`config.mk`:
```
export PLATFORM = sky130hd
export DESIGN_NAME = cmab_ctrl
export DESIGN_NICKNAME = d
export VERILOG_FILES = /design/src/design/cmab_pkg.sv /design/src/design/cmab_ctrl.sv
export SDC_FILE = /design/constraint.sdc
export NUM_CORES = 1
export LEC_CHECK = 0
export BUFFER_PORTS_ARGS = -buffer_cell sky130_fd_sc_hd__buf_2
export CAP_MARGIN = 20
export CORE_AREA = 2 2 39 41
export DETAILED_ROUTE_END_ITERATION = 8
export DIE_AREA = 0 0 41 43
export GPL_TIMING_DRIVEN = 0
export PLACE_DENSITY = 0.63
export SETUP_SLACK_MARGIN = 0.3
export SYNTH_ARGS = -nofsm -noshare
export SYNTH_HDL_FRONTEND = slang
export SYNTH_SLANG_ARGS = --single-unit
```
`constraint.sdc`:
```
create_clock -name clk -period 1.1 [get_ports clk]
set_input_delay 0.11 -clock clk [delete_from_list [all_inputs] [get_ports clk]]
set_output_delay 0.11 -clock clk [all_outputs]
set_load 0.005 [all_outputs]
```
`src/design/cmab_pkg.sv`:
```
package cmab_pkg;

  localparam int NUM_CHANNELS_DEF = 8;
  localparam int MAX_TAPS_DEF     = 64;

  localparam int CMD_W      = 2;
  localparam int SAMP_W     = 16;
  localparam int TIDX_W     = 6;
  localparam int TAPV_W     = 18;
  localparam int CH_W       = 3;
  localparam int BIDX_W     = 16;
  localparam int VAL_W      = 24;
  localparam int OS_W       = 4;
  localparam int AT_W       = 7;
  localparam int CNT_W      = 16;
  localparam int CFG_IDX_W  = 1;
  localparam int CFG_DATA_W = 7;
  localparam int COS_W      = 18;
  localparam int HX_W       = TAPV_W + SAMP_W;
  localparam int PROD_W     = HX_W + COS_W;
  localparam int ACC_SHIFT  = 32;

  localparam logic [CMD_W-1:0] CMD_PUSH  = 2'd0;
  localparam logic [CMD_W-1:0] CMD_TAP   = 2'd1;
  localparam logic [CMD_W-1:0] CMD_DRAIN = 2'd2;

  localparam logic [CFG_IDX_W-1:0] REG_OVERSAMPLING = 1'b0;
  localparam logic [CFG_IDX_W-1:0] REG_ACTIVE_TAPS  = 1'b1;

  localparam logic [OS_W-1:0] OS_RST = 4'd1;
  localparam logic [AT_W-1:0] AT_RST = 7'd64;

  localparam logic signed [VAL_W-1:0] VAL_MAX = 24'sh7FFFFF;
  localparam logic signed [VAL_W-1:0] VAL_MIN = 24'sh800000;

  typedef struct packed {
    logic push;
    logic push_zero;
    logic tap_wr;
    logic div_start;
    logic clear;
    logic mac_start;
    logic chan_clear;
    logic chan_next;
    logic load_out;
    logic point_end;
  } cmab_cmd_t;

  typedef struct packed {
    logic ready_if_push;
    logic tot_match;
    logic div_busy;
    logic mac_busy;
    logic out_free;
    logic chan_last;
  } cmab_sts_t;

  // rounded q1.16 cosine of theta, magnitude rounded half away from zero
  function automatic logic signed [COS_W-1:0] cos_q16(real theta);
    real v;
    real m;
    logic signed [COS_W-1:0] r;
    v = $cos(theta) * 65536.0;
    m = (v < 0.0) ? -v : v;
    r = COS_W'($rtoi(m + 0.5));
    return (v < 0.0) ? -r : r;
  endfunction

endpackage

```
`src/design/cmab_ctrl.sv`:
```
module cmab_ctrl (
  input  logic                             clk,
  input  logic                             rst_n,
  input  logic                             in_valid,
  input  logic [cmab_pkg::CMD_W-1:0]       in_cmd,
  output logic                             in_stall,
  input  cmab_pkg::cmab_sts_t              sts,
  output cmab_pkg::cmab_cmd_t              cmd
);
  import cmab_pkg::*;

  typedef enum logic [2:0] {S_IDLE, S_DIV, S_PT_START, S_MAC, S_OUT} state_t;

  state_t state_r, state_nxt;

  assign in_stall = (state_r != S_IDLE);

  always_comb begin
    state_nxt = state_r;
    cmd       = '0;
    case (state_r)
      S_IDLE: begin
        if (in_valid) begin
          case (in_cmd)
            CMD_PUSH: begin
              cmd.push = 1'b1;
              if (sts.ready_if_push) state_nxt = S_PT_START;
            end
            CMD_TAP: cmd.tap_wr = 1'b1;
            CMD_DRAIN: begin
              cmd.div_start = 1'b1;
              state_nxt     = S_DIV;
            end
            default: ;
          endcase
        end
      end
      S_DIV: begin
        if (!sts.div_busy) begin
          if (sts.tot_match) begin
            cmd.clear = 1'b1;
            state_nxt = S_IDLE;
          end else begin
            cmd.push_zero = 1'b1;
            state_nxt     = sts.ready_if_push ? S_PT_START : S_IDLE;
          end
        end
      end
      S_PT_START: begin
        cmd.mac_start  = 1'b1;
        cmd.chan_clear = 1'b1;
        state_nxt      = S_MAC;
      end
      S_MAC: begin
        if (!sts.mac_busy) state_nxt = S_OUT;
      end
      S_OUT: begin
        if (sts.out_free) begin
          cmd.load_out = 1'b1;
          if (sts.chan_last) begin
            cmd.point_end = 1'b1;
            state_nxt     = S_IDLE;
          end else begin
            cmd.chan_next = 1'b1;
            cmd.mac_start = 1'b1;
            state_nxt     = S_MAC;
          end
        end
      end
      default: state_nxt = S_IDLE;
    endcase
  end

  always_ff @(posedge clk) begin
    if (!rst_n) begin
      state_r <= S_IDLE;
    end else begin
      state_r <= state_nxt;
    end
  end

endmodule

```
== After elaboration in Yosys (flattened, before gate mapping) ==
Cells that the tools add are included.

* Flip-flop bits (word level): 3
* Input port bits: 11
* Output and inout bits: 11

* Equality and inequality tests: 12
* Muxes and demuxes: 30
* Reductions and logical operators: 4

{| class="wikitable"
|+ Operators by type and width
! operator !! number
|-
| 2-to-1 mux 3 bit || 7
|-
| 2-to-1 mux 1 bit || 15
|-
| case mux 3 bit (5 select lines) || 1
|-
| 2-to-1 mux 2 bit || 5
|-
| != test 2 bit (second input constant) || 4
|-
| equality test 3 x 2 -> 1 bit (second input constant) || 2
|-
| case mux 3 bit (2 select lines) || 1
|-
| AND reduction 6 bit || 1
|-
| equality test 3 x 1 -> 1 bit (second input constant) || 1
|-
| equality test 3 bit (second input constant) || 1
|-
| logical NOT 3 bit || 1
|-
| != test 3 x 1 -> 1 bit (second input constant) || 1
|-
| != test 3 bit (second input constant) || 1
|-
| nonzero test 3 bit || 1
|-
| equality test 2 x 1 -> 1 bit (second input constant) || 1
|-
| equality test 2 bit (second input constant) || 1
|-
| logical NOT 2 bit || 1
|-
| case mux 1 bit (2 select lines) || 1
|}

== Logic depth before layout (Yosys ltp) ==
Gate-level depths: netlist of run 1.

* Depth in word-level cells: 4
* Mapped depth: 5
* Gate-level depth less buffers: 4

== Worst setup path before layout of run 1 ==
No wires, ideal clock.

* Kind: flip-flop to flip-flop
* Start point: register state_r[1]
* End point: register state_r[0]
* Arrival time: 1,041 ps
* Path slack: -55 ps
* Cell stages (with the launch flop): 6
* Buffers on the path: 1
* Path through: dfxtp_1 -> buf_6 -> nor3_2 -> o31a_1 -> a221oi_1 -> o21a_1

* Word-level cells in the longest chain between the ends: 3
* Elaborated cells between the ends (all ways): 13
* Classes of those cells: eq/ne: 10; mux: 1; reduce/logical: 2

{| class="wikitable"
|+ RTL lines
! element !! line !! source
|-
| start: declaration || cmab_ctrl.sv:14 || <nowiki>state_t state_r, state_nxt;</nowiki>
|-
| start signal: assignment || cmab_ctrl.sv:78 || <nowiki>state_r <= state_nxt;</nowiki>
|-
| equality test 3 x 1 -> 1 bit (tied with other cells) || cmab_ctrl.sv:21 || <nowiki>case (state_r)</nowiki>
|-
| != test 2 bit (no line) (tied with other cells) || n/a ||
|-
| AND reduction 6 bit (no line) || n/a ||
|}

Parallel ways exist; a longest one is shown, timed or not.
A chain may end at the register's enable or synchronous reset.

==> impl_metrics.ini, run 1 <==
[critical_path]
crit_path_start_kind = flip-flop
timing.critical_path.fanout_max = 3
cp.arrival_ns = 1.28
critPathRequiredTime_ns = 0.99
worst-r2r-setup-slack_ns = -0.10
r2r_cells = 5
timing_worst_setup_path_type = flip-flop to output pin
regToRegStartpoint = state_r[2]$_SDFFE_PN0P_
startpoint = state_r[1]$_SDFFE_PN0P_
setup.worst_path.end_class = output pin
timing.rr.end = state_r[0]$_SDFFE_PN0P_
cp-endpoint = cmd[4]

[timing]
maxClockFrequency_ghz = 0.7209
timing.clock.skew_ns = 0.002849
timing.max_slew.rel_slack_pct = 83.11
hold_violations = 0
timing.final.max_slew_violations = 0
post-route-worst-setup-slack_ns = -0.2872
worst_slew_pin_slew_ns = 0.2528
min_period_ns = 1.387
final_hold_slack_ns = 0.1406
finalCritPeriodShare_pct = 126.1
finalSetupViolations = 13
rsz0062_at_grt = true

[clock_network]
clock-root-buffer = clkbuf_4
clkLatencyLatePin_ns = 0.23
tritoncts = built
hold_buffers = 0
cts_inserted_buffers = 3
clkTransAtPathRegs_ns = 0.04
cts.sinks = 3
cts_htree_levels = 1
clock_path_buffers = 2

[placement]
place_congestion = 0.7411
port_buffers = 21
dp_worst_setup_slack_ns = -0.1285
place_hpwl_microns = 776.5

[logic_synthesis]
synth_largest_area_cell = dfxtp_1
yosys.cell_types.count = 31
synthesis.instances = 46
syn_area_per_cell_sq_um = 7.806
synth_edf_count = 0
ys_seq_area_share_pct = 16.72
yosysWarnings = 0
yosys.area.top_type_share_pct = 16.72
synth_ff_type = dfxtp_1
netlist_top_cells_area = dfxtp_1 17%, buf_6 6.3%, and2_1 5.2%
synth-async-reset-ratio_pct = 0
ys_seq_elements = 3
synth_nets = 57
post_synth_instance_area_sq_um = 359.1

[detailed_routing]
route.final.wire_length_mm = 1.061
drt-vias-per-instance = 4.865
route.antenna.remaining_nets = 0
wl_per_cell_microns = 11.05
drt_drc_violations_left = 0
drt-pass1-iter-count = 3
via_count = 467
drtIter0Drc = 1

[worst_hold_path]
hold_path_depth = 2
hold_path.class = primary input to flip-flop

[finish]
n_antenna_cell = 0
final_layout_size_suffix_gt1_share_pct = 71.25
largest_reg_flops = 3
areaGrowthSynthToFinish_pct = 92.33
final_cell_mix = 19 x buf_2, 8 x buf_6, 5 x buf_4
top_register = state_r
reg_top3 = state_r: 3 flops
multiInputGateArea_sq_um = 342.8
fillers = 140
layout.nets = 92
mostFrequentLayoutCell = buf_2
sequential_cell_area_sq_um = 65.06

[floorplanning]
row_count = 14
floorplan.die_area_sq_mm = 0.001763
fp.dieW_microns = 41
placeableCoreArea_sq_mm = 0.001384
num_io_pins = 22
die_height_microns = 43
floorplan.initialDensity_pct = 25.95

[power]
seq_power_share_pct = 21.8
leakagePower_uw = 0.0003239
share_comb_of_total_power_pct = 46.7
power.switching_uw = 196.2
power-per-cell-area_mw_per_mm2 = 866.4
clock_power_share_pct = 31.5
internal-power_uw = 402.2
vdd_drop_max_mv = 0.8910
switching_share_pct = 32.79

[global_route]
globalRoute.totalOverflow = 0
grt_start_max_net_pins = 11
first_global_vias = 392
initial_antenna_violation_count = 0
grt_util_all_layers_pct = 12.95
first_pass_grt_wire_length_mm = 1.545

[outcome]
outcome = finished with violations
failed_checks = setup timing

[run]
timing.max_cap.violations = 0
-- routing by layer --
layer | up-vias | track usage (%) | part of all wire (%)
met2 | 21 | 20.31 | 50
met5 | - | 0 | 0
li1 | 232 | - | -
met1 | 212 | 14.47 | 39
met3 | 2 | 6.283 | 9.2
met4 | 0 | 4.667 | 1.5
-- stage by stage --
stage	utilization, %	power, uW	instance area [sq um]	setup TNS (ns)	cells
2_1_floorplan	-	265.9	396.6	-0.001010	46
3_3_place_gp	37.70	333.7	521.8	-0.3170	83
3_5_place_dp	37.70	337.5	521.8	-0.3842	83
4_1_cts	45.12	587.7	624.3	-2.595	93
5_1_grt	49.91	648.9	690.7	-3.579	96
6_report	49.91	598.4	690.7	-2.660	96
-- cell families after synthesis --
logic type / count (synthesis) / synth area share, %
DFF: 3 / 16.73
AOI/OAI and AO/OA: 11 / 23.35
buffers and inverters: 5 / 9.407
muxes: 1 / 2.788
and+or+nand+nor: 26 / 47.74
-- power groups by stage --
stage                     clock network, uW  registers [uW]  logic (uW)
final                                   189             130         279
after global routing                    209             131         309
after CTS                               199             129         260
after detailed placement                  0             133         205
after global placement                    0             133         201
after floorplan                           0             131         135
-- Yosys cell counts (all sizes together), types with 2 or more instances --
cell type / instances
a21o: 2
a21oi: 2
and2: 3
and3: 2
buf: 2
dfxtp: 3
inv: 3
nand2: 4
nor2: 4
nor2b: 2
nor3: 3
nor3b: 2
o21ai: 2
-- what timing repair did --
item                                    4_1_cts  5_1_grt
endpoints found under the setup margin       14       14
gates resized for setup                       6       12
pin swaps                                     8        6
setup buffers                                 6        3
-- area by class of cell --
type / count / area share (%)
multi-input combinational: 38 / 49.64
inverter: 3 / 1.993
buffer: 2 / 3.261
tap: 16 / 2.899
clock buffer: 4 / 3.804
sequential: 3 / 9.420
timing repair buffer: 30 / 28.99
-- critical path, cell delays in order (launching register included) --
cell	delay [ns]
dfxtp_2	0.31
buf_6	0.11
nor2_4	0.04
and3_4	0.15
nor2b_4	0.12
or2_1	0.19
buf_2	0.12
-- worst min-delay path by stage --
| stage | startpoint | endpoint | slack, ns |
|---|---|---|---|
| floorplan | rst_n | state_r[0]$_SDFFE_PN0P_ | 0.23 |
| global placement | rst_n | state_r[2]$_SDFFE_PN0P_ | 0.37 |
| detailed placement | rst_n | state_r[2]$_SDFFE_PN0P_ | 0.37 |
| CTS | rst_n | state_r[0]$_SDFFE_PN0P_ | 0.14 |
| global route | rst_n | state_r[0]$_SDFFE_PN0P_ | 0.13 |
| finish | rst_n | state_r[0]$_SDFFE_PN0P_ | 0.14 |
Note: power is estimated with default switching activity, not from simulation.
==> run 2: changes to the inputs <==
--- a/config.mk
+++ b/config.mk
@@ -13,6 +13,7 @@
 export GPL_TIMING_DRIVEN = 0
 export PLACE_DENSITY = 0.63
 export SETUP_SLACK_MARGIN = 0.3
+export SKIP_CTS_REPAIR_TIMING = 1
 export SYNTH_ARGS = -nofsm -noshare
 export SYNTH_HDL_FRONTEND = slang
 export SYNTH_SLANG_ARGS = --single-unit
==> constraint.sdc (replaced) <==
create_clock -name clk -period 1.1 [get_ports clk]
set_input_delay 0 -clock clk [delete_from_list [all_inputs] [get_ports clk]]
set_output_delay 0 -clock clk [all_outputs]
set_load 0.005 [all_outputs]
==> impl_metrics.ini, run 2 (synthesized netlist as in run 1, its figures left out) <==
[outcome]
outcome = finished with violations
failed_checks = setup timing

[floorplanning]
fp.dieW_microns = 41
row_count = 14
num_io_pins = 22
floorplan.initialDensity_pct = 25.95
floorplan.die_area_sq_mm = 0.001763
placeableCoreArea_sq_mm = 0.001384
die_height_microns = 43

[critical_path]
critPathRequiredTime_ns = 1.10
crit_path_start_kind = flip-flop
timing.critical_path.fanout_max = 6
timing_worst_setup_path_type = flip-flop to output pin
cp.arrival_ns = 1.31
setup.worst_path.end_class = output pin

[power]
power-per-cell-area_mw_per_mm2 = 916.9
leakagePower_uw = 0.0003004
vdd_drop_max_mv = 0.4711

[placement]
place_congestion = 0.7434
place_hpwl_microns = 680.2
port_buffers = 21
dp_worst_setup_slack_ns = -0.08220

[timing]
timing.max_slew.rel_slack_pct = 81.92
finalSetupViolations = 11
rsz0062_at_grt = true
hold_violations = 0
final_hold_slack_ns = 0.01922
timing.final.max_slew_violations = 0
maxClockFrequency_ghz = 0.7626
post-route-worst-setup-slack_ns = -0.2113
worst_slew_pin_slew_ns = 0.2713
min_period_ns = 1.311
finalCritPeriodShare_pct = 119.2
timing.clock.skew_ns = 0.001229

[finish]
areaGrowthSynthToFinish_pct = 77.35
n_antenna_cell = 0
top_register = state_r
final_layout_size_suffix_gt1_share_pct = 67.53
mostFrequentLayoutCell = buf_2
sequential_cell_area_sq_um = 66.31
largest_reg_flops = 3
reg_top3 = state_r: 3 flops
layout.nets = 89
fillers = 140
multiInputGateArea_sq_um = 315.3
final_cell_mix = 19 x buf_2, 5 x buf_4, 4 x buf_6

[detailed_routing]
drtIter0Drc = 3
route.final.wire_length_microns = 918
drt-vias-per-instance = 4.731
route.antenna.remaining_nets = 0
via_count = 440
wl_per_cell_microns = 9.871
drt_drc_violations_left = 0
drt-pass1-iter-count = 3

[clock_network]
cts_htree_levels = 1
clock_path_buffers = 2
clkLatencyLatePin_ns = 0.23
cts_inserted_buffers = 3
cts.sinks = 3
tritoncts = built
clkTransAtPathRegs_ns = 0.04
clock-root-buffer = clkbuf_4

[global_route]
globalRoute.totalOverflow = 0
first_global_vias = 346
grt_start_max_net_pins = 11
first_pass_grt_wire_length_mm = 1.324
initial_antenna_violation_count = 0
grt_util_all_layers_pct = 11.22

[run]
timing.max_cap.violations = 0

[worst_hold_path]
hold_path.class = primary input to flip-flop
-- run 2: changes by cell type in the layout (fill, tap and decap cells not counted), sizes merged --
cell / previous run / this run
buf: 32 / 29
-- run 2: per-stage QoR --
stage / instances / instance area [sq um] / total power (uW) / utilization (%) / TNS (ns)
finish: 93 / 636.9 / 583.9 / 46.02 / -1.337
global route: 93 / 636.9 / 629.3 / 46.02 / -2.146
CTS: 87 / 544.3 / 533.9 / 39.33 / -1.228
detailed placement: 83 / 518.0 / 335.1 / 37.43 / -0.1732
global placement: 83 / 518.0 / 333.1 / 37.43 / -0.1764
floorplan: 46 / 392.9 / 266.3 / - / -0.004543
-- run 2: cell type report --
class	count	area share, %
tap	16	3.143
inverter	3	1.768
multi-input combinational	38	49.51
clock buffer	4	4.126
buffer	2	3.536
timing repair buffer	27	27.50
sequential	3	10.41
-- run 2: critical path, stage by stage (launching register included) --
cell	delay [ns]
dfxtp_2	0.31
buf_6	0.12
nor2_4	0.04
and3_4	0.17
nor2b_4	0.12
or2_1	0.19
buf_2	0.12
-- run 2: layer usage --
layer | GRT usage, % | share of wire, %
met3 | 6.283 | 5.2
met5 | 0 | 0
met1 | 12.46 | 42
met2 | 16.25 | 53
met4 | 6.000 | 0
-- run 2: where the power goes --
group / total (uW) / leakage (uW) / switching (uW) / internal [uW]
clock: 190 / 0.0000150 / 54.7 / 136
sequential: 132 / 0.0000261 / 13.3 / 119
combinational: 261 / 0.000259 / 116 / 145
-- run 2: worst paths after layout --
check / from / end / slack, ns / cells past startpoint
setup reg to reg: state_r[1]$_SDFFE_PN0P_ / state_r[0]$_SDFFE_PN0P_ / -0.15 / 6
setup / recovery: state_r[1]$_SDFFE_PN0P_ / cmd[4] / -0.21 / 6
hold reg to reg: state_r[0]$_SDFFE_PN0P_ / state_r[1]$_SDFFE_PN0P_ / 0.62 / 2
hold / removal: rst_n / state_r[0]$_SDFFE_PN0P_ / 0.02 / 2
